## src/hw/rtl/gtbds_pkg.sv

```systemverilog
`default_nettype none
package gtbds_pkg;
    localparam int WEIGHT_BITS = 24;
    localparam int SUM_W = WEIGHT_BITS + 2;
    localparam int ACC_W = WEIGHT_BITS + 10;
    localparam int DIV_STAGES = 8;

    localparam logic [2:0] CFG_FORCE_MASK = 3'd0;
    localparam logic [2:0] CFG_CHECK_MASK = 3'd1;
    localparam logic [2:0] CFG_TEXTURED = 3'd2;
    localparam logic [2:0] CFG_RAW_TEXTURE = 3'd3;
    localparam logic [2:0] CFG_DITHER = 3'd4;
    localparam logic [2:0] CFG_BLEND_MODE = 3'd5;

    localparam logic [2:0] BLEND_AVG = 3'd0;
    localparam logic [2:0] BLEND_ADD = 3'd1;
    localparam logic [2:0] BLEND_SUB = 3'd2;
    localparam logic [2:0] BLEND_QUARTER = 3'd3;
    localparam logic [2:0] BLEND_OPAQUE = 3'd4;

    typedef struct packed {
        logic [24:0] texel;
        logic [24:0] background;
        logic [3:0]  phase;
    } t_side;

    typedef struct packed {
        logic       force_mask;
        logic       check_mask;
        logic       textured;
        logic       raw_texture;
        logic       dither_enable;
        logic [2:0] blend_mode;
    } t_cfg;

    function automatic logic signed [3:0] dither_ofs(input logic [3:0] phase);
        logic signed [3:0] v;
        case (phase)
            4'd0: v = -4'sd4;  4'd1: v = 4'sd0;   4'd2: v = -4'sd3;  4'd3: v = 4'sd1;
            4'd4: v = 4'sd2;   4'd5: v = -4'sd2;  4'd6: v = 4'sd3;   4'd7: v = -4'sd1;
            4'd8: v = -4'sd3;  4'd9: v = 4'sd1;   4'd10: v = -4'sd4; 4'd11: v = 4'sd0;
            4'd12: v = 4'sd3;  4'd13: v = -4'sd1; 4'd14: v = 4'sd2;  default: v = -4'sd2;
        endcase
        return v;
    endfunction
endpackage
`default_nettype wire

```

## src/hw/rtl/gtbds_interp.sv

```systemverilog
`default_nettype none
module gtbds_interp (
    input  wire logic                          i_clk,
    input  wire logic                          i_rst_n,
    input  wire logic                          i_en,
    input  wire logic                          i_valid,
    input  wire logic [71:0]                   i_weights,
    input  wire logic [71:0]                   i_colors,
    input  wire gtbds_pkg::t_side              i_side,
    output logic                               o_valid,
    output logic [3*gtbds_pkg::ACC_W-1:0]      o_acc,
    output logic [gtbds_pkg::SUM_W-1:0]        o_sum,
    output gtbds_pkg::t_side                   o_side
);
    import gtbds_pkg::*;
    localparam int PW = WEIGHT_BITS + 8;

    logic            r_v1;
    logic [PW-1:0]   r_prod [9];
    logic [WEIGHT_BITS-1:0] r_w [3];
    t_side           r_side1;
    logic            r_v2;
    logic [ACC_W-1:0] r_acc [3];
    logic [SUM_W-1:0] r_sum;
    t_side           r_side2;

    // stage 1: nine weight x channel products
    always_ff @(posedge i_clk) begin
        if (!i_rst_n) begin
            r_v1 <= 1'b0;
            r_v2 <= 1'b0;
        end else if (i_en) begin
            r_v1 <= i_valid;
            r_v2 <= r_v1;
        end
        if (i_en) begin
            for (int v = 0; v < 3; v++) begin
                r_w[v] <= i_weights[24*v +: WEIGHT_BITS];
                for (int k = 0; k < 3; k++) begin
                    r_prod[3*k+v] <= PW'(i_weights[24*v +: WEIGHT_BITS])
                                   * PW'(i_colors[24*v+8*k +: 8]);
                end
            end
            r_side1 <= i_side;
            // stage 2: channel sums and weight sum, zero sum divides by one
            for (int k = 0; k < 3; k++) begin
                r_acc[k] <= ACC_W'(r_prod[3*k]) + ACC_W'(r_prod[3*k+1])
                          + ACC_W'(r_prod[3*k+2]);
            end
            if ((r_w[0] | r_w[1] | r_w[2]) == '0) begin
                r_sum <= SUM_W'(1);
            end else begin
                r_sum <= SUM_W'(r_w[0]) + SUM_W'(r_w[1]) + SUM_W'(r_w[2]);
            end
            r_side2 <= r_side1;
        end
    end

    assign o_valid = r_v2;
    assign o_acc = {r_acc[2], r_acc[1], r_acc[0]};
    assign o_sum = r_sum;
    assign o_side = r_side2;
endmodule
`default_nettype wire

```

## config.mk

```make
export PLATFORM = sky130hd
export DESIGN_NAME = gtbds_interp
export DESIGN_NICKNAME = d
export VERILOG_FILES = /design/src/hw/rtl/gtbds_pkg.sv /design/src/hw/rtl/gtbds_interp.sv
export SDC_FILE = /design/constraint.sdc
export NUM_CORES = 2
export LEC_CHECK = 0
export ABC_AREA = 1
export BUFFER_PORTS_ARGS = -buffer_cell sky130_fd_sc_hd__clkbuf_2
export CAP_MARGIN = 40
export CORE_ASPECT_RATIO = 1.5
export CORE_MARGIN = 2
export CORE_UTILIZATION = 60
export CTS_CLUSTER_SIZE = 10
export DETAILED_ROUTE_END_ITERATION = 12
export PLACE_DENSITY = 0.81
export SLEW_MARGIN = 20
export SYNTH_ARGS = -nofsm -noshare
export SYNTH_HDL_FRONTEND = slang
export SYNTH_SLANG_ARGS = --single-unit
```

## constraint.sdc

```tcl
create_clock -name i_clk -period 6.4 [get_ports i_clk]
set_input_delay 0.32 -clock i_clk [delete_from_list [all_inputs] [get_ports i_clk]]
set_output_delay 0.32 -clock i_clk [all_outputs]
set_load 0.005 [all_outputs]
```

# ---- Yosys cells after proc, flatten, opt, wreduce, memory -nomap -nowiden
# Memories as Yosys holds them, arrays and structs flattened.
# Cells that the tools add are included.
dict set report word_totals {
  regBits 136
  ram_bits 462
  input_bits 202
  output_inout_bits 183
  wordCells 34
  n_memories 3
}
# memory depth width read_ports rd_ports_with_merged_regs write_ports line
set memory_table {}
lappend memory_table {r_prod 9 32 9 0 9 gtbds_interp.sv:19} ;# logic [PW-1:0] r_prod [9];
lappend memory_table {r_acc 3 34 3 0 3 gtbds_interp.sv:23} ;# logic [ACC_W-1:0] r_acc [3];
lappend memory_table {r_w 3 24 3 0 3 gtbds_interp.sv:20} ;# logic [WEIGHT_BITS-1:0] r_w [3];
dict set report classes {
  add_sub_neg 8
  multipliers 9
  muxes 2
  bitwise_logic 2
  n_reduce_logical 1
}
# cell n
set op_table {}
lappend op_table {{multiplier 24 x 8 -> 32 bit} 9}
lappend op_table {{adder 33 x 32 -> 34 bit} 3}
lappend op_table {{adder 32 x 32 -> 33 bit} 3}
lappend op_table {{bitwise OR 24 bit} 2}
lappend op_table {{adder 25 x 24 -> 26 bit} 1}
lappend op_table {{adder 24 x 24 -> 25 bit} 1}
lappend op_table {{zero test 24 bit} 1}
lappend op_table {{2-to-1 mux 1 bit} 2}

# ---- Depth between registers and ports, before layout
dict set report logic_depth {
  depth_word 3
  depth_mapped 22
  mapped_depth_nobuf 21
}

# ---- Worst setup path before layout
# No wires, ideal clock.
dict set report synth_timing {
  kind {input-to-reg}
  start {input port i_weights[53]}
  end {memory r_prod[0][191] (netlist bit), data pin}
  setup_time_ns 0.252
  t_arrival_ns 3.798
  path_slack_ns 2.350
  cell_stages 19
  path_buffers 1
  cell_sequence {clkbuf_1 > nand2_1 > fa_1 > fa_1 > inv_1 > fa_1 > inv_1 > fa_1 > inv_1 > ha_1 > nand2_1 > nor2_1 > inv_1 > nor2_1 > nand2_1 > nand3_1 > nand3_1 > nand3b_1 > nand2_1}
}
# item line
set synth_lines {}
lappend synth_lines {{from (decl)} gtbds_interp.sv:7} ;# input wire logic [71:0] i_weights,
lappend synth_lines {{to (decl)} gtbds_interp.sv:19}

==> run metrics <==
status=finished clean; CP endpoint kind=flop; DR vias/cell=5.335; first-pass GRT wire length=~450000 microns; total gr overflow=0; Sink Count=~600; Slew headroom=0.2898; GRT Overall Usage=0.3885; prevailing post-synth register cell=edfxtp_1; post-detail-place hpwl=~240000 microns; H-Tree Depth=3; worst skew pair latency=roughly 0.7 ns; CP Data Required Time=6.82 ns; initial antenna violation count=22; synth warn=0; Routed Antenna Nets=0; Pins Over Slew Limit=0; PortBufs=roughly 380; CTS max path bufs=3; worst hold-check path type=in2reg; Post-synth EDFFs=slightly below 600; Worst-Margin Slew=about 1.1 ns; crit share post-route=0.6977; CTS tree=built; vias=77.71k; Starting Density=0.6022; library cells used by synthesis=36; IO Pins=385; Crit Path Class=in2reg; leading cell type in the layout, fill and taps excluded=nand2_1; post-synthesis net count=approximately 14k; Area growth, synth to finish=7.224%; f_max=approximately 220 MHz; FF+latch count, synth=around 600; total CTS buffers=a little under 80; core area=roughly 150000 sq um; 1st-pass router iterations=8; CP max FO=25; synthesized netlist cell count=12.23k; RSZ-0062 raised after global routing=false; layout cells sized above 1=0.04690; clock slew at reported path FFs=0.06 ns; startpoint types=primary input; Post-CTS Resized=0; WL/cell=between 20 and 25 microns; post-layout minimum cycle time=around 4.5 ns; post-placement setup slack=roughly 1.4 ns; TNS Setup=0 ns; die width=about 320 microns; largest net degree at the start of global routing=roughly 190; average cell area after synthesis=roughly 7.5 sq um; GP Congestion=a little over 1; final setup violating endpoints=0; Nets=between 10k and 15k; DRC viols=0; worst path arrival time=approximately 4.9 ns; final wirelength=295700 microns; Max Cap Viol=0; Die ar.=155100 sq um; Post-Synthesis Cell Area=about 91000 sq um; row cnt=175; Fin Clk Skew=0.04416 ns; vias in the first global route=81.89k; root buffer selected by CTS=clkbuf_16; Vert. Die Dim=about 480 microns; most frequent cells in the layout=nand2_1 (4089), inv_1 (3605), fa_1 (1312); register area share after synthesis=0.1969; drt first-iter violations=about 6.3k; FFs w/ async S/R, synth=0; PnR worst setup slack=approximately 1.9 ns; Final Hold Fails=0
-- flip-flops by register name, indices dropped and copies added, names as in the netlist --
| signal | cells |
|---|---|
| r_prod | 288 |
| r_acc | 102 |
| r_w | 72 |
| o_side | 54 |
| r_side1 | 54 |
| o_sum | 26 |
| o_valid | 1 |
| r_v1 | 1 |
-- cell usage after synthesis, types with 14 or more instances --
| master | instances | area (sq um) |
|---|---|---|
| o21bai_1 | 64 | 480.5 |
| nand4_1 | 64 | 400.4 |
| clkbuf_1 | 288 | 1081 |
| fa_1 | 1312 | 26270 |
| nand3_1 | 358 | 1792 |
| inv_1 | 3605 | 13530 |
| ha_1 | 608 | 7607 |
| nor2_1 | 563 | 2113 |
| nand2_1 | 4089 | 15350 |
| a21o_1 | 15 | 112.6 |
| xor2_1 | 160 | 1401 |
| nand3_2 | 22 | 220.2 |
| o21ai_0 | 14 | 70.07 |
| a21oi_1 | 249 | 1246 |
| xnor2_1 | 55 | 481.7 |
| nor3_1 | 48 | 240.2 |
| nor2_2 | 33 | 206.5 |
| edfxtp_1 | 596 | 17900 |
| nand2_2 | 20 | 125.1 |
-- timing repair --
item / in CTS / in global routing
hold buffers: 57 / 0
hold endpoints to repair: 56 / 0
setup endpoints to repair: 0 / 0
setup buffers: 0 / 0
-- critical path: stages --
cell and delay (ns):
clkbuf_2 0.64, nand2_1 0.17, fa_1 0.53, fa_1 0.55, inv_1 0.05, fa_1 0.48
inv_1 0.05, fa_1 0.48, inv_1 0.04, ha_1 0.34, nand2_1 0.13, nor3_1 0.43
nor2_1 0.22, xnor2_1 0.42
-- area by class of cell --
cell class / count / area [sq um]
Inverter: 3606 / 13540
Antenna cell: 15 / 37.54
Clock buffer: 95 / 2004
Sequential cell: 598 / 17940
Multi-Input combinational cell: 7735 / 58560
Timing Repair Buffer: 458 / 2733
Tap cell: 2035 / 2546
Fill cell: 13215 / 53600
Clock inverter: 25 / 347.8
-- per-layer routing --
| metal | routed length, microns | vias to the layer above | track usage |
|---|---|---|---|
| met3 | 24200 | 1169 | 0.07202 |
| met5 | 108 | - | 0 |
| li1 | - | 35645 | - |
| met4 | 27770 | 18 | 0.3086 |
| met2 | 144600 | 3733 | 0.6704 |
| met1 | 99020 | 37144 | 0.4179 |
-- logic make-up (layout without fill, tap and decap cells) --
logic type / count (synthesis) / after routing / synth area share
AND/OR/NAND/NOR: 5236 / 5236 / 0.2275
AO/OA/AOI/OAI: 364 / 364 / 0.02273
buffers and inverters: 3895 / 4184 / 0.1605
adder cells (fa/ha/maj): 1920 / 1920 / 0.3717
XOR/XNOR: 215 / 215 / 0.02067
flip-flops: 598 / 598 / 0.1969
other: 0 / 15 / 0
-- worst paths after layout --
kind	from	end	slack [ns]	depth (start not counted)
hold / removal	i_weights[47]	r_w[0][47]	0.10	2
hold reg to reg	r_side1[52]	o_side[52]	0.42	0
setup / recovery	i_weights[52]	r_prod[0][72]	1.93	14
setup reg to reg	r_prod[0][49]	r_acc[0][33]	3.09	10
-- through the flow --
step                std cells  hold WS, ns  utilization  cell area, sq um
detailed placement      14372       0.4045       0.6257             94660
global placement        14372       0.4017       0.6257             94660
finish                  14567       0.1014       0.6457             97700
CTS                     14549       0.1276       0.6450             97590
floorplan               12228       0.4003            -             91120
global route            14554      0.09038       0.6455             97670
Power is left out: the tool's default activity adds up to more than one toggle a clock period on the data nets, which glitch-free logic cannot reach.
