File: config.mk
export PLATFORM = sky130hd
export DESIGN_NAME = gtbds_divider
export DESIGN_NICKNAME = d
export VERILOG_FILES = /design/src/hw/rtl/gtbds_pkg.sv /design/src/hw/rtl/gtbds_divider.sv
export SDC_FILE = /design/constraint.sdc
export NUM_CORES = 2
export LEC_CHECK = 0
export BUFFER_PORTS_ARGS = -buffer_cell sky130_fd_sc_hd__buf_2
export CAP_MARGIN = 20
export CORE_UTILIZATION = 30
export DETAILED_ROUTE_END_ITERATION = 10
export PLACE_DENSITY_LB_ADDON = 0.1
export SYNTH_ARGS = -nofsm -noshare
export SYNTH_HDL_FRONTEND = slang
export SYNTH_SLANG_ARGS = --single-unit
File: constraint.sdc
create_clock -name i_clk -period 4.1 [get_ports i_clk]
set_input_delay 0.205 -clock i_clk [delete_from_list [all_inputs] [get_ports i_clk]]
set_output_delay 0.205 -clock i_clk [all_outputs]
set_load 0.03 [all_outputs]
File: src/hw/rtl/gtbds_pkg.sv
`default_nettype none
package gtbds_pkg;
    localparam int WEIGHT_BITS = 24;
    localparam int SUM_W = WEIGHT_BITS + 2;
    localparam int ACC_W = WEIGHT_BITS + 10;
    localparam int DIV_STAGES = 8;

    localparam logic [2:0] CFG_FORCE_MASK = 3'd0;
    localparam logic [2:0] CFG_CHECK_MASK = 3'd1;
    localparam logic [2:0] CFG_TEXTURED = 3'd2;
    localparam logic [2:0] CFG_RAW_TEXTURE = 3'd3;
    localparam logic [2:0] CFG_DITHER = 3'd4;
    localparam logic [2:0] CFG_BLEND_MODE = 3'd5;

    localparam logic [2:0] BLEND_AVG = 3'd0;
    localparam logic [2:0] BLEND_ADD = 3'd1;
    localparam logic [2:0] BLEND_SUB = 3'd2;
    localparam logic [2:0] BLEND_QUARTER = 3'd3;
    localparam logic [2:0] BLEND_OPAQUE = 3'd4;

    typedef struct packed {
        logic [24:0] texel;
        logic [24:0] background;
        logic [3:0]  phase;
    } t_side;

    typedef struct packed {
        logic       force_mask;
        logic       check_mask;
        logic       textured;
        logic       raw_texture;
        logic       dither_enable;
        logic [2:0] blend_mode;
    } t_cfg;

    function automatic logic signed [3:0] dither_ofs(input logic [3:0] phase);
        logic signed [3:0] v;
        case (phase)
            4'd0: v = -4'sd4;  4'd1: v = 4'sd0;   4'd2: v = -4'sd3;  4'd3: v = 4'sd1;
            4'd4: v = 4'sd2;   4'd5: v = -4'sd2;  4'd6: v = 4'sd3;   4'd7: v = -4'sd1;
            4'd8: v = -4'sd3;  4'd9: v = 4'sd1;   4'd10: v = -4'sd4; 4'd11: v = 4'sd0;
            4'd12: v = 4'sd3;  4'd13: v = -4'sd1; 4'd14: v = 4'sd2;  default: v = -4'sd2;
        endcase
        return v;
    endfunction
endpackage
`default_nettype wire

File: src/hw/rtl/gtbds_divider.sv
`default_nettype none
module gtbds_divider (
    input  wire logic                          i_clk,
    input  wire logic                          i_rst_n,
    input  wire logic                          i_en,
    input  wire logic                          i_valid,
    input  wire logic [3*gtbds_pkg::ACC_W-1:0] i_acc,
    input  wire logic [gtbds_pkg::SUM_W-1:0]   i_sum,
    input  wire gtbds_pkg::t_side              i_side,
    output logic                               o_valid,
    output logic [23:0]                        o_col,
    output gtbds_pkg::t_side                   o_side
);
    import gtbds_pkg::*;

    // one quotient bit per stage; quotient fits 8 bits as a weighted average
    logic             r_v   [DIV_STAGES];
    logic [ACC_W-1:0] r_rem [DIV_STAGES][3];
    logic [7:0]       r_q   [DIV_STAGES][3];
    logic [SUM_W-1:0] r_sum [DIV_STAGES];
    t_side            r_side [DIV_STAGES];

    always_ff @(posedge i_clk) begin
        if (!i_rst_n) begin
            for (int s = 0; s < DIV_STAGES; s++) r_v[s] <= 1'b0;
        end else if (i_en) begin
            r_v[0] <= i_valid;
            for (int s = 1; s < DIV_STAGES; s++) r_v[s] <= r_v[s-1];
        end
    end

    for (genvar s = 0; s < DIV_STAGES; s++) begin : g_step
        logic [ACC_W-1:0] n_rem [3];
        logic [7:0]       n_q   [3];
        logic [ACC_W-1:0] dvs;
        logic [ACC_W-1:0] rem_in [3];
        logic [7:0]       q_in [3];
        logic [SUM_W-1:0] sum_in;
        always_comb begin
            sum_in = (s == 0) ? i_sum : r_sum[(s == 0) ? 0 : s-1];
            dvs = ACC_W'(sum_in) << (DIV_STAGES - 1 - s);
            for (int k = 0; k < 3; k++) begin
                rem_in[k] = (s == 0) ? i_acc[ACC_W*k +: ACC_W] : r_rem[(s == 0) ? 0 : s-1][k];
                q_in[k] = (s == 0) ? 8'd0 : r_q[(s == 0) ? 0 : s-1][k];
                n_q[k] = q_in[k];
                n_rem[k] = rem_in[k];
                if (rem_in[k] >= dvs) begin
                    n_rem[k] = rem_in[k] - dvs;
                    n_q[k][DIV_STAGES-1-s] = 1'b1;
                end
            end
        end
        always_ff @(posedge i_clk) begin
            if (i_en) begin
                for (int k = 0; k < 3; k++) begin
                    r_rem[s][k] <= n_rem[k];
                    r_q[s][k] <= n_q[k];
                end
                r_sum[s] <= sum_in;
                r_side[s] <= (s == 0) ? i_side : r_side[(s == 0) ? 0 : s-1];
            end
        end
    end

    assign o_valid = r_v[DIV_STAGES-1];
    assign o_col = {r_q[DIV_STAGES-1][2], r_q[DIV_STAGES-1][1], r_q[DIV_STAGES-1][0]};
    assign o_side = r_side[DIV_STAGES-1];
endmodule
`default_nettype wire

* Word level (Yosys, flattened, before mapping)
Memories as Yosys holds them, arrays and structs flattened.
Index checks and enable logic that the tools add are counted.
** Cells by class
- $add $sub $neg :: 24
- Mux-type cells :: 61
- $lt $le $gt $ge :: 24
- Bitwise logic cells :: 8
** Operators by type and width (count)
- two-way mux 34 bit :: 24
- greater-or-equal comparator 34 x 26 -> 1 bit :: 3
- greater-or-equal comparator 34 x 27 -> 1 bit :: 3
- greater-or-equal comparator 34 x 28 -> 1 bit :: 3
- greater-or-equal comparator 34 x 29 -> 1 bit :: 3
- greater-or-equal comparator 34 x 30 -> 1 bit :: 3
- greater-or-equal comparator 34 x 31 -> 1 bit :: 3
- greater-or-equal comparator 34 x 32 -> 1 bit :: 3
- greater-or-equal comparator 34 x 33 -> 1 bit :: 3
- subtractor 34 x 26 -> 34 bit :: 3
- subtractor 34 x 27 -> 34 bit :: 3
- subtractor 34 x 28 -> 34 bit :: 3
- subtractor 34 x 29 -> 34 bit :: 3
- subtractor 34 x 30 -> 34 bit :: 3
- subtractor 34 x 31 -> 34 bit :: 3
- subtractor 34 x 32 -> 34 bit :: 3
- subtractor 34 x 33 -> 34 bit :: 3
- two-way mux 1 bit :: 37
- bitwise OR 1 bit :: 8
** Word-level totals
- Bits of input ports :: 186
- Word-level logic and storage cells :: 122
- Bits in writable memories :: 1656
- Register bits after elaboration :: 0
- Memories :: 5
** Memory list
- r_rem :: words 8, bits a word 102, rd ports 7, clocked after Yosys merged registers in 0, write ports 8, line gtbds_divider.sv:18 : logic [ACC_W-1:0] r_rem [DIV_STAGES][3];
- r_side :: words 8, bits a word 54, rd ports 8, clocked after Yosys merged registers in 0, write ports 8, line gtbds_divider.sv:21 : t_side r_side [DIV_STAGES];
- r_sum :: words 8, bits a word 26, rd ports 7, clocked after Yosys merged registers in 0, write ports 8, line gtbds_divider.sv:20 : logic [SUM_W-1:0] r_sum [DIV_STAGES];
- r_q :: words 8, bits a word 24, rd ports 8, clocked after Yosys merged registers in 0, write ports 8, line gtbds_divider.sv:19 : logic [7:0] r_q [DIV_STAGES][3];
- r_v :: words 8, bits a word 1, rd ports 8, clocked after Yosys merged registers in 0, write ports 8, line gtbds_divider.sv:17 : logic r_v [DIV_STAGES];

* Longest topological paths before layout
- Depth after elaboration :: 4
- Gate-level depth with buffers :: 15
- Mapped depth without buffers :: 14

* Least setup slack after synthesis
Ideal clock, no wire load.
- Path kind :: register -> register
- From :: mem r_rem[2][36] (netlist name)
- To :: mem r_rem[2][148] (netlist name), data pin
- Arrival time :: 3265 ps
- Stages on the path, launching flop included :: 15
- Setup time :: 262 ps
- Clock period less this slack :: 3527 ps
- Required time :: 3838 ps
- Setup slack :: 573 ps
- Path through :: edfxtp_1 inv_1 ha_1 inv_1 fa_1 a21o_1 a2111oi_2 o211ai_1 a311oi_1 o21ai_1 a32o_1 or2_1 buf_2 buf_2 mux2_1
** RTL lines (line)
- from (decl) :: gtbds_divider.sv:18

==> run summary <==
The startpoint kind of the worst setup timing path is an input port. The setup skew after layout came out at 0.0836 ns. The met3 wire length came out at 7060 um.

The clock tree from TritonCTS is yes. The share of the core filled with cells came out at 36.3%. The beginning of the worst register-to-register path is r_sum[0][2]$_DFFE_PP_. The worst path setup slack after routing came out at 0.105 ns. The worst setup path is captured at a flop.

The total via count in the routed design came out at 57877. The register area share after synthesis is 53.3%. The height of the die is 523 um.

The clock buffer count from CTS is 178. The CTS clock-pin slew for the worst setup and hold paths came out at 0.06 ns. In the synthesized netlist, the cells that appear most often are 1443 x edfxtp_1, 667 x a21oi_1, 624 x ha_1, 516 x nand2_1, 487 x nor2_1.

Cells with a size suffix above 1 make up 12.8% of the layout. The number of placed instances, taps included is 11126. Setup repair after global routing left no endpoint under its margin. The count of final hold-check violations is 0. For hold timing, the worst endpoint is r_side[0][37]$_DFFE_PP_.

Across the run, the number of max-cap violations was 0. The number of global-route vias before repair came out at 58595. The number of ports placed on the die boundary came out at 265.

The number of H-tree branching levels came out at 4. The maximum buffer depth of the clock tree came out at 3. The starting utilization of the core area is 30.3%. The cell row count is 190. The register bit total from synthesis came out at 1444. For this run, asynchronously set or reset flops after synthesis account for 0%. Sorting the synthesized cells by area gives the leading types as edfxtp_1 53%, ha_1 9.6%, a21oi_1 4.1%. The setup slack of the most critical reg-to-reg path is 0.15 ns. Data on the critical path arrives at its endpoint at 4.57 ns. The worst-case setup slack after placement is 0.0105 ns. The DRC violation total after the first TritonRoute iteration is 3662.

The HPWL reported at the end of detailed placement is 213000 um. Before antenna repair, the detailed router went through 6 iterations. The initial antenna violation count came to 5. Of all cell types, the one taking the most synthesized area is edfxtp_1. The global-route congestion overflow total is 0.

The top cell type by area accounts for 53.2% of the synthesized area. The post-detailed-route via-to-cell ratio is 4.95. The setup TNS is 0 ns. In the final routed layout, each cell accounts on average for 22.6 um. The start point of the worst min-delay path is i_side[37].

The die outline area is 273000 sq um. The total of endpoints with negative setup slack in the final report came out at 0. The post-route minimum period came out at 3.99 ns.

Of all nets on the critical path, the largest fanout is 36. The wire length on met1 is 113000 um. The share of the clock period used by the worst path after layout came out at 97.4%. The wire length of the first global-routing pass came out at 378000 um.

Yosys mapped the design onto 93 distinct sky130hd cell types. The largest net degree at the start of global routing is 154. The cell depth of the worst min-delay path came out at 2. The worst-case headroom to the max-slew limit came out at 35.1%. The count of final max-slew check failures is 0. The endpoint identified for the worst register-to-register timing path is r_rem[0][134]$_DFFE_PP_.

The die width is 523 um. The post-layout total power is 66.2 mW. The routability congestion estimate from global placement came out at 0.935. The TritonCTS sink count came out at 1444. The run finished with clean final reports.

The number of routed nets with antenna violations is 0. The start point of the critical path is i_sum[8]. The worst-case IR drop observed on VDD is 0.000412 V. The overall global routing resource usage is 18.8%.

In the final design database the tool counted 8809 nets. In this run the power density over the cells is 679 nW/um^2. The total wirelength of the detailed-routed design came out at 264000 um.

The pin slew with the least headroom to its limit is 0.967 ns. The worst setup path is of the input port to flop kind. The slowest stage cell on the critical path is a211oi_1. The total number of yosys warnings came out at 0. The tightest min-delay check is of the input port to flop type. The top achievable clock speed came out at 0.250 GHz.

The delay of the slowest critical-path stage is 0.83 ns. The placeable core area came out at 269000 sq um. Walking the worst path, the cells encountered are dlygate4sd3_1 -> buf_2 -> inv_1 -> ha_1 -> nand4_1 -> a211oi_1 -> o211ai_1 -> o211ai_1 -> a221o_1 -> a21oi_4 -> buf_12 -> buf_4 -> nand2_1 -> o21ai_0 -> dlygate4sd3_1. For this design the static power due to leakage is 38.4 nW. Yosys mapped a number of flops with a built-in enable equal to 1443. Among all flip-flop cells after synthesis, the most frequent one is edfxtp_1. The number of nets in the synthesized netlist is 8015. The area added between synthesis and finish came out at 19.8%.

Data on the critical path is required at its endpoint by 4.68 ns. The post-synthesis instance total came out at 7184. The routed design uses 131000 um of met2 wire. The leading cell type by number of instances after synthesis is edfxtp_1. CTS placed an instance of clkbuf_16 at the clock tree root.

The number of non-filler instances in the completed layout is 11685. The clock latency of the later-clocked register in the worst-skew pair is 0.86 ns. The mapped cell area is 81400 sq um.

The highest routed metal layer is met4. The count of buffers added on input and output ports is 264. The filler cell count is 26477. The average instance area after synthesis came out at 11.3 sq um. The worst register-to-register path has a depth of 12. The count of unresolved DRC violations after routing came out at 0.
[per-layer routing]
layer,GRT usage [%],vias up
met2,33.6,1096
met3,1.99,384
met4,8.61,0
met5,0,-
li1,-,28481
met1,22.8,27916
[through the flow]
step | cell area [sq um] | hold slack (ns)
after floorplan | 81400 | 0.304
after global placement | 89300 | 0.382
after detailed placement | 89300 | 0.383
after CTS | 97500 | 0.000805
after global routing | 97500 | 0.0175
final | 97500 | 0.0833
[area by class of cell]
| cell class | count | area [sq um] | area share, % |
|---|---|---|---|
| flip-flops and latches | 1444 | 43400 | 44.5 |
| multi-input cells | 5138 | 35800 | 36.7 |
| repair buffers | 842 | 6610 | 6.78 |
| clock buffers | 211 | 4580 | 4.69 |
| well taps | 3552 | 4440 | 4.56 |
| inverters | 374 | 1400 | 1.44 |
| clock inverters | 119 | 1370 | 1.40 |
| diodes | 5 | 12.5 | 0.0128 |
[how the worst max path moves through the flow]
stage	to	slack, ns	cells past startpoint
floorplan	r_rem[2][148]$_DFFE_PP_	0.57	14
global placement	r_rem[1][180]$_DFFE_PP_	-0.18	13
detailed placement	r_rem[1][110]$_DFFE_PP_	0.01	12
CTS	r_rem[2][143]$_DFFE_PP_	0.009	16
global route	r_rem[2][33]$_DFFE_PP_	0.0007	13
finish	r_rem[0][16]$_DFFE_PP_	0.11	15
[cells by family (layout without fill, tap and decap cells)]
| group | Yosys count | after routing | synth area share (%) |
|---|---|---|---|
| AO/OA/AOI/OAI | 2037 | 2037 | 15.5 |
| buffers and inverters | 602 | 1546 | 3.06 |
| flip-flops | 1444 | 1444 | 53.3 |
| XOR/XNOR | 513 | 513 | 5.52 |
| multiplexers | 141 | 141 | 1.93 |
| adder cells (fa/ha/maj) | 645 | 645 | 10.1 |
| other | 0 | 5 | 0 |
| AND/OR/NAND/NOR | 1802 | 1802 | 10.7 |
[where the power goes]
part | switching (mW) | total [mW] | internal [mW]
clock | 6.66 | 15.8 | 9.11
sequential | 2.73 | 23.8 | 21.0
combinational | 15.3 | 26.6 | 11.3
[critical path, delay by kind of cell]
kind,cells,cell delay (ns)
adder cells (fa/ha/maj),1,0.45
buffers and inverters,6,1.75
AND/OR/NAND/NOR,2,0.36
AO/OA/AOI/OAI,6,1.76
[repair_timing]
item / CTS / global route
endpoints found under the hold margin: 287 / 0
endpoints found under the setup margin: 0 / 61
gates resized for setup: 0 / 6
hold buffers: 223 / 0
setup buffers: 0 / 1
[cells in the final DEF (no fill, tap or decap), types with 33 or more instances in the layout]
| cell type | instances |
|---|---|
| nor3_1 | 93 |
| buf_4 | 325 |
| a21oi_1 | 664 |
| o211ai_1 | 39 |
| ha_1 | 624 |
| clkinv_1 | 34 |
| a21o_1 | 325 |
| o21ai_1 | 65 |
| dlygate4sd3_1 | 223 |
| nor2b_1 | 101 |
| nand3_1 | 131 |
| nor4_1 | 42 |
| nand2_1 | 516 |
| a211oi_1 | 45 |
| nor2_1 | 486 |
| a31oi_1 | 56 |
| mux2_1 | 39 |
| nand4_1 | 101 |
| clkbuf_16 | 178 |
| o21bai_1 | 53 |
| xor2_1 | 225 |
| o21ai_0 | 463 |
| or3_1 | 36 |
| mux2_2 | 89 |
| o21a_1 | 65 |
| and3_1 | 63 |
| xnor2_1 | 288 |
| clkbuf_1 | 33 |
| nand2b_1 | 95 |
| inv_1 | 371 |
| buf_2 | 263 |
| o31ai_1 | 45 |
| edfxtp_1 | 1443 |
[state kept, by name, summed over array words and instances (netlist names)]
register and flops:
r_rem 714, r_v 8, r_sum 182, r_side 432
r_q 108
Note: power is estimated with default switching activity, not from simulation.
