<file path="config.mk">
export PLATFORM = sky130hd
export DESIGN_NAME = gtbds_shade
export DESIGN_NICKNAME = d
export VERILOG_FILES = /design/src/hw/rtl/gtbds_pkg.sv /design/src/hw/rtl/gtbds_shade.sv
export SDC_FILE = /design/constraint.sdc
export NUM_CORES = 1
export LEC_CHECK = 0
export BUFFER_PORTS_ARGS = -buffer_cell sky130_fd_sc_hd__buf_2
export CORE_ASPECT_RATIO = 0.5
export CORE_UTILIZATION = 50
export CTS_CLUSTER_SIZE = 16
export DETAILED_ROUTE_END_ITERATION = 8
export PLACE_DENSITY_LB_ADDON = 0.05
export SLEW_MARGIN = 20
export SYNTH_ARGS = -nofsm -noshare
export SYNTH_HDL_FRONTEND = slang
export SYNTH_SLANG_ARGS = --single-unit
</file>
<file path="constraint.sdc">
create_clock -name i_clk -period 5.1 [get_ports i_clk]
set_input_delay 1.02 -clock i_clk [delete_from_list [all_inputs] [get_ports i_clk]]
set_output_delay 1.02 -clock i_clk [all_outputs]
set_load 0.02 [all_outputs]
</file>
<file path="src/hw/rtl/gtbds_pkg.sv">
`default_nettype none
package gtbds_pkg;
    localparam int WEIGHT_BITS = 24;
    localparam int SUM_W = WEIGHT_BITS + 2;
    localparam int ACC_W = WEIGHT_BITS + 10;
    localparam int DIV_STAGES = 8;

    localparam logic [2:0] CFG_FORCE_MASK = 3'd0;
    localparam logic [2:0] CFG_CHECK_MASK = 3'd1;
    localparam logic [2:0] CFG_TEXTURED = 3'd2;
    localparam logic [2:0] CFG_RAW_TEXTURE = 3'd3;
    localparam logic [2:0] CFG_DITHER = 3'd4;
    localparam logic [2:0] CFG_BLEND_MODE = 3'd5;

    localparam logic [2:0] BLEND_AVG = 3'd0;
    localparam logic [2:0] BLEND_ADD = 3'd1;
    localparam logic [2:0] BLEND_SUB = 3'd2;
    localparam logic [2:0] BLEND_QUARTER = 3'd3;
    localparam logic [2:0] BLEND_OPAQUE = 3'd4;

    typedef struct packed {
        logic [24:0] texel;
        logic [24:0] background;
        logic [3:0]  phase;
    } t_side;

    typedef struct packed {
        logic       force_mask;
        logic       check_mask;
        logic       textured;
        logic       raw_texture;
        logic       dither_enable;
        logic [2:0] blend_mode;
    } t_cfg;

    function automatic logic signed [3:0] dither_ofs(input logic [3:0] phase);
        logic signed [3:0] v;
        case (phase)
            4'd0: v = -4'sd4;  4'd1: v = 4'sd0;   4'd2: v = -4'sd3;  4'd3: v = 4'sd1;
            4'd4: v = 4'sd2;   4'd5: v = -4'sd2;  4'd6: v = 4'sd3;   4'd7: v = -4'sd1;
            4'd8: v = -4'sd3;  4'd9: v = 4'sd1;   4'd10: v = -4'sd4; 4'd11: v = 4'sd0;
            4'd12: v = 4'sd3;  4'd13: v = -4'sd1; 4'd14: v = 4'sd2;  default: v = -4'sd2;
        endcase
        return v;
    endfunction
endpackage
`default_nettype wire

</file>
<file path="src/hw/rtl/gtbds_shade.sv">
`default_nettype none
module gtbds_shade (
    input  wire logic             i_clk,
    input  wire logic             i_rst_n,
    input  wire logic             i_en,
    input  wire logic             i_valid,
    input  wire logic [23:0]      i_col,
    input  wire gtbds_pkg::t_side i_side,
    input  wire gtbds_pkg::t_cfg  i_cfg,
    output logic                  o_valid,
    output logic [25:0]           o_data
);
    import gtbds_pkg::*;

    logic        r_v1;
    logic [15:0] r_mod [3];
    logic [7:0]  r_col [3];
    t_side       r_side;
    logic        r_v2;
    logic [25:0] r_data;

    logic [25:0]       n_data;
    logic signed [3:0] dofs;
    logic [8:0]        mod9;
    logic [7:0]        f;
    logic [7:0]        b;
    logic signed [10:0] sv;
    logic [7:0]        res [3];
    logic              do_blend;
    logic              tmask;
    logic              discard;

    function automatic logic [7:0] clamp8(input logic signed [10:0] v);
        if (v < 0) return 8'd0;
        if (v > 11'sd255) return 8'd255;
        return v[7:0];
    endfunction

    always_comb begin
        dofs = dither_ofs(r_side.phase);
        tmask = r_side.texel[24];
        do_blend = i_cfg.textured ? tmask : 1'b1;
        discard = (i_cfg.check_mask && r_side.background[24])
               || (i_cfg.textured && r_side.texel[23:0] == 24'd0 && !tmask);
        mod9 = 9'd0;
        f = 8'd0;
        b = 8'd0;
        sv = 11'sd0;
        for (int k = 0; k < 3; k++) begin
            b = r_side.background[8*k +: 8];
            if (i_cfg.textured) begin
                f = r_side.texel[8*k +: 8];
                if (!i_cfg.raw_texture) begin
                    mod9 = r_mod[k][15:7];
                    f = clamp8(11'(signed'({2'b00, mod9})));
                    if (i_cfg.dither_enable) f = clamp8(11'(signed'({3'b000, f})) + 11'(dofs));
                end
            end else begin
                f = r_col[k];
                if (i_cfg.dither_enable) f = clamp8(11'(signed'({3'b000, f})) + 11'(dofs));
            end
            if (do_blend) begin
                case (i_cfg.blend_mode)
                    BLEND_AVG: sv = 11'(({3'b000, b} + {3'b000, f}) >> 1);
                    BLEND_ADD: sv = 11'({3'b000, b}) + 11'({3'b000, f});
                    BLEND_SUB: sv = 11'({3'b000, b}) - 11'({3'b000, f});
                    BLEND_QUARTER: sv = 11'({3'b000, b}) + 11'({5'b00000, f[7:2]});
                    default: sv = 11'({3'b000, f});
                endcase
                res[k] = clamp8(sv);
            end else begin
                res[k] = f;
            end
        end
        if (discard) begin
            n_data = 26'd0;
        end else begin
            n_data = {1'b1, (i_cfg.textured & tmask) | i_cfg.force_mask,
                      res[2], res[1], res[0]};
        end
    end

    always_ff @(posedge i_clk) begin
        if (!i_rst_n) begin
            r_v1 <= 1'b0;
            r_v2 <= 1'b0;
        end else if (i_en) begin
            r_v1 <= i_valid;
            r_v2 <= r_v1;
        end
        if (i_en) begin
            for (int k = 0; k < 3; k++) begin
                r_mod[k] <= 16'(i_side.texel[8*k +: 8]) * 16'(i_col[8*k +: 8]);
                r_col[k] <= i_col[8*k +: 8];
            end
            r_side <= i_side;
            r_data <= n_data;
        end
    end

    assign o_valid = r_v2;
    assign o_data = r_data;
endmodule
`default_nettype wire

</file>
## Yosys cells after proc, flatten, opt, wreduce, memory -nomap -nowiden

Memories as Yosys holds them, arrays and structs flattened. A register that Yosys moved wholly into a read port is not among the register bits.
Cells that the tools add are included.

| word-level totals | value |
|---|---|
| output and inout bits | 27 |
| memories kept | 3 |
| memory bits (read-only) | 64 |
| register bits | 82 |
| logic and storage cells | 207 |
| memory bits (writable) | 72 |

Memories:

| memory | depth | width | rd ports | clocked after memory_dff | write ports | RTL line | RTL |
|---|---|---|---|---|---|---|---|
| (name not given) | 16 | 4 | 1 | 1 | 0 | gtbds_pkg.sv:38 | `case (phase)` |
| r_mod | 3 | 16 | 3 | 0 | 3 | gtbds_shade.sv:16 | `logic [15:0] r_mod [3];` |
| r_col | 3 | 8 | 3 | 0 | 3 | gtbds_shade.sv:17 | `logic [7:0] r_col [3];` |

| operators by class | value |
|---|---|
| bitwise logic cells | 2 |
| $mul | 3 |
| magnitude comparators | 21 |
| $add $sub $neg | 15 |
| equal/unequal tests | 3 |
| mux-type cells | 146 |
| reduce and logical (&&, ||, !) cells | 7 |

Operators by type and width:

| cell | count |
|---|---|
| 8-bit 2-to-1 mux | 63 |
| 11-bit case mux with 4 select lines | 3 |
| 1-bit 2-to-1 mux | 75 |
| 9-bit by 4-bit adder with 10-bit output | 6 |
| 10-bit by 9-bit greater-than comparator with 1-bit output (second input constant) | 6 |
| 10-bit by 1-bit < comparator with 1-bit output (second input constant) | 6 |
| 8-bit by 8-bit multiplier with 16-bit output | 3 |
| 11-bit by 9-bit greater-than comparator with 1-bit output (second input constant) | 3 |
| 11-bit by 1-bit < comparator with 1-bit output (second input constant) | 3 |
| 11-bit 2-to-1 mux | 3 |
| 8-bit by 6-bit adder with 9-bit output | 3 |
| 8-bit by 8-bit adder with 9-bit output | 3 |
| 9-bit by 8-bit greater-than comparator with 1-bit output (second input constant) | 3 |
| 8-bit by 8-bit subtractor with 9-bit output | 3 |
| 26-bit 2-to-1 mux | 1 |
| 24-bit logical NOT | 1 |
| 3-bit by 2-bit equality test with 1-bit output (second input constant) | 2 |
| 4-bit 2-to-1 mux | 1 |
| 3-bit by 1-bit equality test with 1-bit output (second input constant) | 1 |
| 1-bit logical AND | 3 |
| 3-bit logical NOT | 1 |
| 1-bit AND | 1 |
| 1-bit logical NOT | 1 |
| 1-bit logical OR | 1 |
| 1-bit bitwise OR | 1 |

## Longest topological paths before layout

Gate-level depths: netlist of run 1.

| logic depth | value |
|---|---|
| depth after elaboration | 34 |
| depth in mapped cells | 22 |
| mapped depth without buffers | 22 |

## Least setup slack after synthesis of run 1

Ideal clock, no wire load.

| timing | value |
|---|---|
| kind | in2reg |
| from | input port i_side[42] (netlist bit) |
| to | memory r_mod[1][15] (netlist: r_mod[0][31]), data pin |
| path buffers | 1 |
| stages on the path | 17 |
| arrival time | 4958 ps |
| setup slack | -118 ps |
| cell sequence | clkbuf_1 nand2_1 fa_1 fa_1 inv_1 fa_1 inv_1 fa_1 inv_1 ha_1 nand3_1 nand2_1 a41o_1 o41a_1 a211o_1 a21oi_1 xnor2_1 |

RTL lines:

| what | RTL line | RTL |
|---|---|---|
| from (decl) | gtbds_shade.sv:8 | `input wire gtbds_pkg::t_side i_side,` |
| to (decl) | gtbds_shade.sv:16 |  |

## Worst setup path after layout of run 1

| timing | value |
|---|---|
| from | register dofs[0] (netlist name) |
| to | register r_data[14] (netlist: o_data[14]), data pin |

| between the ends | value |
|---|---|
| word-level cells in the longest chain between the ends | 22 |
| elaborated cells on any way between the ends | 48 |
| those cells by class | add/sub (5); order compare (6); mux (37) |

Ends and longest elaborated chain:

| what | RTL line | RTL |
|---|---|---|
| 9-bit by 4-bit adder with 10-bit output | gtbds_shade.sv:56 | `if (i_cfg.dither_enable) f = clamp8(11'(signed'({3'b000, f})) + 11'(dofs));` |
| 10-bit by 9-bit greater-than comparator with 1-bit output | gtbds_shade.sv:35 | `if (v > 11'sd255) return 8'd255;` |
| 1-bit 2-to-1 mux (2 in a row) | gtbds_shade.sv:35 |  |
| 1-bit 2-to-1 mux | gtbds_shade.sv:56 |  |
| 1-bit 2-to-1 mux | gtbds_shade.sv:53 | `if (!i_cfg.raw_texture) begin` |
| 1-bit 2-to-1 mux | gtbds_shade.sv:51 | `if (i_cfg.textured) begin` |
| 8-bit 2-to-1 mux | gtbds_shade.sv:36 | `return v[7:0];` |
| 8-bit 2-to-1 mux | gtbds_shade.sv:35 |  |
| (+4 left out) | - |  |
| 11-bit case mux with 4 select lines | gtbds_shade.sv:63 | `case (i_cfg.blend_mode)` |
| 11-bit 2-to-1 mux | gtbds_shade.sv:62 | `if (do_blend) begin` |
| 11-bit by 9-bit greater-than comparator with 1-bit output | gtbds_shade.sv:35 |  |
| 1-bit 2-to-1 mux (2 in a row) | gtbds_shade.sv:35 |  |
| 1-bit 2-to-1 mux | gtbds_shade.sv:62 |  |
| 8-bit 2-to-1 mux | gtbds_shade.sv:36 |  |
| 8-bit 2-to-1 mux | gtbds_shade.sv:35 |  |
| 8-bit 2-to-1 mux (*) | gtbds_shade.sv:62 |  |
| to (signal assigned) | gtbds_shade.sv:97 | `r_data <= n_data;` |
| to (decl) | gtbds_shade.sv:20 | `logic [25:0] r_data;` |

Mark *: on every way between the ends. The rest lies on a longest branch, timed or not. The select of a mux whose other input is x is not followed.
A chain may end at the register's enable or synchronous reset.

==> metrics.yaml, run 1 <==
status: "finished clean"
synth.top_cell.area_share_pct: 22.2
fin_nets: 2783
mappedNetlistArea_sq_mm: 0.0177
synth_edf_count: 131
firstDrtPassIters: 5
num-fill-cells: 2965
reg2reg_to: "o_data[14]"
postSynthAreaPerCell_sq_um: 9.33
synth_area_leader_cell: "edfxtp_1"
min_period_ns: 4.96
area_delta_synth_final_pct: 27.6
die_x_um: 268
period_share_pct: 97.3
hold_depth: 1
port_buffers: 116
wl_met2_um: 21700
row_count: 48
hold_violations: 0
htreeDepth: 4
slowest_delay_ns: 0.40
finalNonFillerCells: 2824
globalplace.congestion: 0.949
drive_above_1_share_pct: 27.6
max_slew.worst_pin.slew_ns: 1.12
cts-buffers-inserted: 17
cts_max_path_buffers: 2
yosysMostFrequentCell: "ha_1"
place_hpwl_um: 41100
vias: 15800
relSlewSlack_pct: 24.7
path_class: "reg -> reg"
ios: 117
pwr_density_cell_mw_per_mm2: 394
preCtsSetupSlack_ns: -0.174
antenna_found_initial: 0
peakVddDrop_v: 0.000275
ant_nets: 0
cp_data_arrival_time_ns: 5.12
path_cells: "buf_4 -> ha_1 -> fa_2 -> a211oi_2 -> o21ai_1 -> and4_1 -> mux2i_2 -> nand2_1 -> a211oi_2 -> buf_4 -> nor2_1 -> ha_1 -> fa_2 -> a211oi_4 -> buf_4 -> o21bai_1 -> a21oi_1 -> xor2_1 -> buf_4 -> nor2_1 -> nor3_1 -> o22ai_1"
worst-endpoint-required_ns: 5.26
routed.top_layer: "met4"
layout_setup_ws_ns: 0.137
fin_hold_ws_ns: 0.512
die_area_sq_mm: 0.0363
die_y_um: 135
crit_family: "compound AO/OA/AOI/OAI gates"
min-delay-path-class: "reg -> reg"
cp_max_fo: 4
rr_worst_depth: 22
min_from: "r_side[2]"
maxSlewViolCount: 0
dp.cells: 2767
clk_pin_slew_ns: 0.07
synth.area.top_cells: "edfxtp_1 22%, ha_1 17%, fa_1 14%"
wl_met1_um: 25600
initial_core_util_pct: 51.1
setup_violations: 0
vias_per_cell: 5.61
cp_num_buf_inv: 4
drt_iter0_markers: 1266
core-area_sq_mm: 0.0347
n_antenna_cell: 0
p_total_mw: 8.91
grt_pass1_wl_um: 80100
drc: 0
ys_seq_elements: 136
syn-num-nets: 2348
cp-start-kind: "flip-flop"
cap_violations: 0
synth_flop_cell: "edfxtp_1"
wl_um: 51200
clock_sinks: 136
worstReg2RegStart: "dofs[0]"
wl_met3_um: 3230
fin_util_pct: 65.2
insertion_delay_ns: 0.46
reg2reg_setup_slack_ns: 0.14
path_common_cell: "buf_4"
grt_max_degree: 93
synthCells: 1901
ctsHoldBuffers: 0
clock_skew_ns: 0.00919
grtUsageTotal_pct: 28.3
power_leakage_nw: 10.4
ys_warn_count: 0
cts-root-buf: "clkbuf_16"
cts_tree: "built"
yosysSeqAreaShare_pct: 22.7
synthArstFlopShare_pct: 0
ys_types: 101
synthTopCellsByCount: "237 x ha_1, 214 x inv_1, 147 x nand2_1"
end_kind: "flip-flop"
grt_overflow: 0
min_to: "dofs[1]"
first_global_vias: 15200
wire_per_inst_um: 18.1
slowest_stage: "fa_2"
fmax_mhz: 202
-- state kept, by name, indices dropped and copies added (netlist names) --
name	count
r_side	46
r_col	24
o_data	26
b	8
r_mod	27
o_valid	1
r_v1	1
dofs	3
-- metal layers --
layer | GRT usage (%) | up-vias
li1 | - | 7690
met4 | 5.59 | 0
met5 | 0 | -
met1 | 42.8 | 7698
met2 | 42.2 | 406
met3 | 5.23 | 43
-- how the worst max path moves through the flow --
stage | cells after the start | slack (ns) | endpoint | start
2_1_floorplan | 17 | -0.03 | r_mod[0][31] | i_side[42]
3_3_place_gp | 15 | -0.15 | r_mod[0][47] | i_col[23]
3_5_place_dp | 15 | -0.17 | r_mod[0][47] | i_col[20]
4_1_cts | 20 | 0.01 | o_data[22] | r_mod[0][47]
5_1_grt | 20 | -0.14 | o_data[14] | r_mod[0][31]
6_report | 22 | 0.14 | o_data[14] | dofs[0]
-- layout by cell type, fill, tap and decap left out, drive strengths merged, types with 12 or more instances in the layout --
cell    Yosys  routed
nor2       89      89
a21o       26      26
and3       12      12
nor3       29      29
or3        23      23
o21a       18      18
a21oi     100     100
edfxtp    131     131
a221oi     12      12
and2      111     111
a211oi     35      35
a31oi      12      12
o22ai      26      26
clkbuf     31      18
o221ai     13      13
xnor2      71      71
nor2b      18      18
inv       214     217
nand2b     20      20
o21ai      93      93
nand3      27      27
o211ai     24      24
fa        120     120
or2        25      25
xor2       37      37
nand2     147     147
o31ai      12      12
buf         9     455
ha        237     237
o21bai     19      19
-- final cells by class --
type | count | area (sq um) | area share [%]
Clock inverter | 15 | 176 | 0.780
Sequential cell | 136 | 4040 | 17.8
Clock buffer | 17 | 425 | 1.88
Inverter | 215 | 807 | 3.57
Timing Repair Buffer | 456 | 3260 | 14.4
Multi-Input combinational cell | 1510 | 13300 | 58.9
Tap cell | 475 | 594 | 2.63
-- metrics by stage --
| step | area (sq um) | TNS (ns) |
|---|---|---|
| after floorplan | 17700 | -0.0306 |
| after global placement | 21200 | -0.514 |
| after detailed placement | 21200 | -1.06 |
| after CTS | 21900 | 0 |
| after global routing | 22600 | -0.915 |
| final | 22600 | 0 |
-- where the power goes --
group	internal [mW]	switching, mW
Clock	0.768	0.509
Combinational	2.88	3.08
Sequential	1.53	0.140
-- timing repair --
item | in CTS | in global routing
endpoints found under the setup margin | 13 | 24
cloned | 0 | 1
pin swaps | 4 | 62
resized for setup | 13 | 130
buffers inserted | 3 | 21
-- worst register-to-register path, stage by stage, from the launching register on --
cell      delay [ns]
dfxtp_1         0.35
buf_4           0.16
ha_1            0.25
fa_2            0.40
a211oi_2        0.27
o21ai_1         0.17
and4_1          0.23
mux2i_2         0.22
nand2_1         0.14
a211oi_2        0.24
buf_4           0.18
nor2_1          0.07
ha_1            0.21
fa_2            0.38
a211oi_4        0.28
buf_4           0.14
o21bai_1        0.07
a21oi_1         0.18
xor2_1          0.23
buf_4           0.14
nor2_1          0.03
nor3_1          0.21
o22ai_1         0.12
-- kinds of logic after synthesis --
logic type      after synthesis  share of synthesized area (%)
simple gates                541                           15.8
fa+ha+maj                   357                           30.3
compound gates              496                           19.8
flops                       136                           22.7
buf+inv                     255                           5.58
mux                           8                          0.487
xor+xnor                    108                           5.33
Power figures use the tool's default switching activity.
==> run 2, diff against run 1 <==
CORE_MARGIN = 2   (was default)
CORE_UTILIZATION = 57   (was 50)
RECOVER_POWER = 50   (was default)
==> metrics.yaml, run 2 (synthesis results as in run 1) <==
pwr_density_cell_mw_per_mm2: 390  # was 394 mW/mm^2
peakVddDrop_v: 0.000312  # was 0.000275 V
drc: 0  # unchanged
die_x_um: 253  # was 268 um
drt_iter0_markers: 1336  # was 1266
die_y_um: 129  # was 135 um
fin_nets: 2699  # was 2783
worst-path-stages: 20  # was 22
firstDrtPassIters: 6  # was 5
first_global_vias: 14700  # was 15200
grtUsageTotal_pct: 30.6  # was 28.3%
cts_tree: "built"  # unchanged
grt_max_degree: 76  # was 93
ios: 117  # unchanged
cp-start-kind: "flip-flop"  # unchanged
htreeDepth: 4  # unchanged
regMostFlops: "r_side"  # unchanged
fmax_mhz: 200  # was 202 MHz
min-delay-path-class: "reg -> reg"  # unchanged
grt_overflow: 0  # unchanged
reg2reg_setup_slack_ns: 0.09  # was 0.14 ns
rr_worst_depth: 20  # was 22
period_share_pct: 98.2  # was 97.3%
fin_util_pct: 70.9  # was 65.2%
cts-buffers-inserted: 17  # unchanged
path_common_cell: "buf_4"  # unchanged
worst-endpoint-required_ns: 5.27  # was 5.26 ns
cp_data_arrival_time_ns: 5.19  # was 5.12 ns
cts-root-buf: "clkbuf_16"  # unchanged
area_delta_synth_final_pct: 21.8  # was 27.6%
final_common_cell: "ha_1"  # was buf_4
end_kind: "flip-flop"  # unchanged
slowest_delay_ns: 0.44  # was 0.40 ns
cap_violations: 1  # was 0
max_slew.worst_pin.slew_ns: 3.63  # was 1.12 ns
hold_violations: 0  # unchanged
wire_per_inst_um: 18.5  # was 18.1 um
die_area_sq_mm: 0.0326  # was 0.0363 sq mm
setup_violations: 0  # unchanged
clock_sinks: 136  # unchanged
most-common-layout-cells: "234 x ha_1, 230 x buf_4, 214 x inv_1"  # was 329 x buf_4, 226 x ha_1, 212 x inv_1
maxSlewViolCount: 63  # was 0
grt_pass1_wl_um: 77800  # was 80100 um
status: "finished with violations"  # was finished clean
fin_hold_ws_ns: 0.539  # was 0.512 ns
core-area_sq_mm: 0.0305  # was 0.0347 sq mm
vias_per_cell: 5.84  # was 5.61
reg2reg_to: "o_data[6]"  # was o_data[14]
min_period_ns: 5.01  # was 4.96 ns
ant_nets: 0  # unchanged
antenna_found_initial: 1  # was 0
initial_core_util_pct: 58.2  # was 51.1%
cp_num_buf_inv: 4  # unchanged
power_leakage_nw: 9.78  # was 10.4 nW
ctsHoldBuffers: 0  # unchanged
cts_max_path_buffers: 2  # unchanged
path_cells: "buf_4 -> or2_2 -> ha_2 -> or2_1 -> o311a_4 -> o311a_1 -> a211oi_2 -> a211oi_2 -> buf_4 -> ha_1 -> fa_2 -> a211oi_2 -> buf_4 -> o21ai_0 -> a21oi_1 -> xor2_1 -> o221ai_1 -> o31ai_2 -> buf_4 -> o41ai_1"  # was buf_4 -> ha_1 -> fa_2 -> a211oi_2 -> o21ai_1 -> and4_1 -> mux2i_2 -> nand2_1 -> a211oi_2 -> buf_4 -> nor2_1 -> ha_1 -> fa_2 -> a211oi_4 -> buf_4 -> o21bai_1 -> a21oi_1 -> xor2_1 -> buf_4 -> nor2_1 -> nor3_1 -> o22ai_1
clock_skew_ns: 0.00950  # was 0.00919 ns
critPathLaunch: "r_mod[0][15]"  # was dofs[0]
crit_family: "compound AO/OA/AOI/OAI gates"  # unchanged
worstReg2RegStart: "r_mod[0][15]"  # was dofs[0]
wl_um: 49600  # was 51200 um
failed_checks: "max-capacitance violations, max-slew violations"
insertion_delay_ns: 0.45  # was 0.46 ns
rsz0062_at_grt: "true"
globalplace.congestion: 0.938  # was 0.949
cp_max_fo: 6  # was 4
path_class: "reg -> reg"  # unchanged
clk_pin_slew_ns: 0.06  # was 0.07 ns
row_count: 45  # was 48
largest_register_ffs: 46  # unchanged
place_hpwl_um: 39400  # was 41100 um
crit_end: "o_data[6]"  # was o_data[14]
drive_above_1_share_pct: 21.4  # was 27.6%
vias: 15700  # was 15800
relSlewSlack_pct: -142  # was 24.7%
port_buffers: 116  # unchanged
slowest_stage: "edfxtp_1"  # was fa_2
[run 2: cell count changes in the layout (fill, tap and decap cells not counted), sizes merged]
cell | previous run | this run
clkbuf | 18 | 71
clkinv | 8 | 5
inv | 217 | 214
diode | 0 | 1
clkinvlp | 2 | 3
buf | 455 | 320
[run 2: where the power goes]
part           internal [mW]  total [mW]  switching (mW)  leakage [nW]
Sequential              1.54        1.66           0.128          1.33
Combinational           2.57        5.53            2.97          8.18
Clock                  0.753        1.23           0.475         0.268
Total                   4.86        8.43            3.57          9.78
[run 2: metrics by stage]
step	setup TNS, ns	instances	instance area [sq um]	power (mW)	setup WS (ns)
finish	0	2686	21600	8.43	0.0896
global route	-0.351	2685	21600	9.09	-0.0976
CTS	0	2673	21200	8.11	0.0151
detailed placement	-1.02	2643	20600	6.81	-0.119
global placement	-1.10	2643	20600	6.76	-0.184
floorplan	-0.0306	1901	17700	5.09	-0.0306
[run 2: worst min path at each step]
stage | start | endpoint | slack (ns) | cells past startpoint
floorplan | r_side[2] | dofs[1] | 0.48 | 1
global placement | o_valid | o_valid | 0.50 | 2
detailed placement | o_valid | o_valid | 0.53 | 2
CTS | r_v1 | r_v1 | 0.54 | 2
global route | o_valid | o_valid | 0.58 | 2
finish | r_v1 | r_v1 | 0.54 | 2
[run 2: routing by layer]
layer	wire length [um]	up-vias	GRT usage, %
met3	3520	66	5.77
met4	802	0	7.27
met5	0	-	0
met1	24400	7575	46.4
met2	20900	505	44.9
li1	-	7531	-
[run 2: area by class of cell]
class,instances,area (sq um)
Antenna cell,1,2.50
Sequential cell,136,4040
Clock inverter,10,131
Multi-Input combinational cell,1510,13200
Clock buffer,19,433
Inverter,215,807
Fill cell,2422,8860
Tap cell,423,529
Timing Repair Buffer,372,2470
[run 2: timing repair]
action	CTS	global route
setup buffers	1	12
pin swaps	1	41
endpoints found under the setup margin	16	24
resized for setup	15	90
hold endpoints to repair	0	0
[run 2: tightest hold or removal path: cells and delay by family, from the launching register on]
family,cells,cell delay [ns]
flip-flops,1,0.31
multiplexers,1,0.12
AND/OR/NAND/NOR,1,0.06
==> run 3, diff against run 2 <==
CORE_UTILIZATION = 62   (was 57)
SKIP_CTS_REPAIR_TIMING = 1   (was default)
clock period = 6.5 ns   (was 5.1 ns; I/O delays follow)
==> metrics.yaml, run 3 (synthesis results as in run 1) <==
insertion_delay_ns: 0.44  # was 0.45 ns
port_buffers: 116  # unchanged
cts_tree: "built"  # unchanged
worst-endpoint-required_ns: 6.69  # was 5.27 ns
most-common-layout-cells: "237 x ha_1, 214 x inv_1, 147 x nand2_1"  # was 234 x ha_1, 230 x buf_4, 214 x inv_1
slowest_stage: "dfxtp_2"  # was edfxtp_1
vias_per_cell: 6.23  # was 5.84
drive_above_1_share_pct: 8.53  # was 21.4%
die_x_um: 243  # was 253 um
worstReg2RegStart: "dofs[2]"  # was r_mod[0][15]
relSlewSlack_pct: -193  # was -142%
peakVddDrop_v: 0.000201  # was 0.000312 V
grt_pass1_wl_um: 74800  # was 77800 um
ios: 117  # unchanged
setup_violations: 0  # unchanged
drt_iter0_markers: 1737  # was 1336
hold_violations: 0  # unchanged
cp-start-kind: "flip-flop"  # unchanged
max_slew.worst_pin.slew_ns: 4.40  # was 3.63 ns
globalplace.congestion: 0.960  # was 0.938
clock_skew_ns: 0.00829  # was 0.00950 ns
power_leakage_nw: 8.58  # was 9.78 nW
min_period_ns: 5.82  # was 5.01 ns
finalSetupTns_ns: 0  # unchanged
cp_num_buf_inv: 3  # was 4
first_global_vias: 14000  # was 14700
wl_um: 47600  # was 49600 um
fin_hold_ws_ns: 0.537  # was 0.539 ns
final_area_sq_mm: 0.0193  # was 0.0216 sq mm
cts-root-buf: "clkbuf_16"  # unchanged
die_area_sq_mm: 0.0301  # was 0.0326 sq mm
regMostFlops: "r_side"  # unchanged
hold_depth: 2  # unchanged
place_hpwl_um: 37600  # was 39400 um
dp.cells: 2378  # was 2643
clk_pin_slew_ns: 0.06  # about the same
firstDrtPassIters: 6  # unchanged
ant_nets: 0  # unchanged
layout_setup_ws_ns: 0.677  # was 0.0896 ns
min_to: "r_v1"  # unchanged
grtUsageTotal_pct: 32.1  # was 30.6%
reg2reg_setup_slack_ns: 0.68  # was 0.09 ns
path_cells: "buf_12 -> ha_1 -> a211oi_2 -> o21ai_1 -> a311oi_2 -> a22oi_2 -> a21o_2 -> a211oi_1 -> inv_1 -> fa_1 -> nand2b_1 -> a21oi_1 -> o211ai_1 -> a211oi_1 -> o21bai_1 -> inv_1 -> a32o_1"  # was buf_4 -> or2_2 -> ha_2 -> or2_1 -> o311a_4 -> o311a_1 -> a211oi_2 -> a211oi_2 -> buf_4 -> ha_1 -> fa_2 -> a211oi_2 -> buf_4 -> o21ai_0 -> a21oi_1 -> xor2_1 -> o221ai_1 -> o31ai_2 -> buf_4 -> o41ai_1
clock_sinks: 136  # unchanged
n_antenna_cell: 0  # was 1
finalNonFillerCells: 2409  # was 2686
fmax_mhz: 172  # was 200 MHz
reg2reg_to: "o_data[22]"  # was o_data[6]
fin_nets: 2462  # was 2699
initial_core_util_pct: 63.5  # was 58.2%
cap_violations: 1  # unchanged
status: "finished with violations"  # unchanged
end_kind: "flip-flop"  # unchanged
placement.cell_area_sq_mm: 0.0188  # was 0.0206 sq mm
drc: 0  # unchanged
path_class: "reg -> reg"  # unchanged
grt_overflow: 0  # unchanged
period_share_pct: 89.6  # was 98.2%
grt_max_degree: 95  # was 76
core-area_sq_mm: 0.0279  # was 0.0305 sq mm
maxSlewViolCount: 95  # was 63
p_total_mw: 6.04  # was 8.43 mW
pwr_density_cell_mw_per_mm2: 312  # was 390 mW/mm^2
preCtsSetupSlack_ns: 0.773  # was -0.119 ns
htreeDepth: 4  # unchanged
area_delta_synth_final_pct: 9.04  # was 21.8%
wl_met2_um: 19800  # was 20900 um
wl_met3_um: 4900  # was 3520 um
failed_checks: "max-capacitance violations, max-slew violations"  # unchanged
min-delay-path-class: "reg -> reg"  # unchanged
rr_worst_depth: 17  # was 20
wire_per_inst_um: 19.8  # was 18.5 um
wl_met1_um: 22200  # was 24400 um
cp_data_arrival_time_ns: 6.01  # was 5.19 ns
cp_max_fo: 45  # was 6
min_from: "r_v1"  # unchanged
crit_family: "compound AO/OA/AOI/OAI gates"  # unchanged
largest_register_ffs: 46  # unchanged
vias: 15000  # was 15700
antenna_found_initial: 0  # was 1
routed.top_layer: "met4"  # unchanged
final_common_cell: "ha_1"  # unchanged
cts-buffers-inserted: 17  # unchanged
row_count: 43  # was 45
die_y_um: 124  # was 129 um
rsz0062_at_grt: "false"  # was true
fin_util_pct: 69.3  # was 70.9%
num-fill-cells: 2209  # was 2422
slowest_delay_ns: 0.71  # was 0.44 ns
cts_max_path_buffers: 2  # unchanged
-- run 3: cell types whose count changed in the layout (fill, tap and decap cells not counted), moves of 6 or more --
| cell | before | now |
|---|---|---|
| a211oi_1 | 18 | 31 |
| a211oi_2 | 15 | 4 |
| a21oi_1 | 88 | 98 |
| a21oi_2 | 12 | 2 |
| buf_2 | 83 | 60 |
| buf_4 | 230 | 18 |
| o21ai_0 | 80 | 89 |
| o21ai_1 | 10 | 3 |
| or2_4 | 6 | 0 |
-- run 3: layout make-up --
| type | count | area (sq um) | area share (%) |
|---|---|---|---|
| Clock buffer | 17 | 425 | 2.20 |
| Clock inverter | 14 | 205 | 1.06 |
| Inverter | 215 | 807 | 4.17 |
| Multi-Input combinational cell | 1510 | 12700 | 65.8 |
| Sequential cell | 136 | 4040 | 20.9 |
| Tap cell | 382 | 478 | 2.47 |
| Timing Repair Buffer | 135 | 672 | 3.47 |
-- run 3: how the worst max path moves through the flow --
stage               startpoint           end  slack [ns]  cells past startpoint
global route              i_en       dofs[0]        0.30                      2
global placement    i_side[42]  r_mod[0][31]        0.88                     17
CTS                    dofs[2]    o_data[18]        0.82                     17
finish                 dofs[2]    o_data[22]        0.68                     17
floorplan           i_side[42]  r_mod[0][31]        1.00                     17
detailed placement  i_side[42]  r_mod[0][31]        0.77                     17
-- run 3: worst min-delay path: cells and delay by family (launching register included) --
kind / cells / cell delay, ns
flops: 1 / 0.31
mux: 1 / 0.12
simple gates: 1 / 0.06
-- run 3: metal layers --
metal,track usage [%],vias to the layer above
met4,7.48,0
li1,-,7060
met2,47.8,654
met5,0,-
met1,47.6,7227
met3,7.24,56
-- run 3: where the power goes --
group	switching (mW)	internal [mW]	total [mW]
registers	0.103	1.21	1.31
logic	2.14	1.52	3.66
clock network	0.390	0.674	1.06
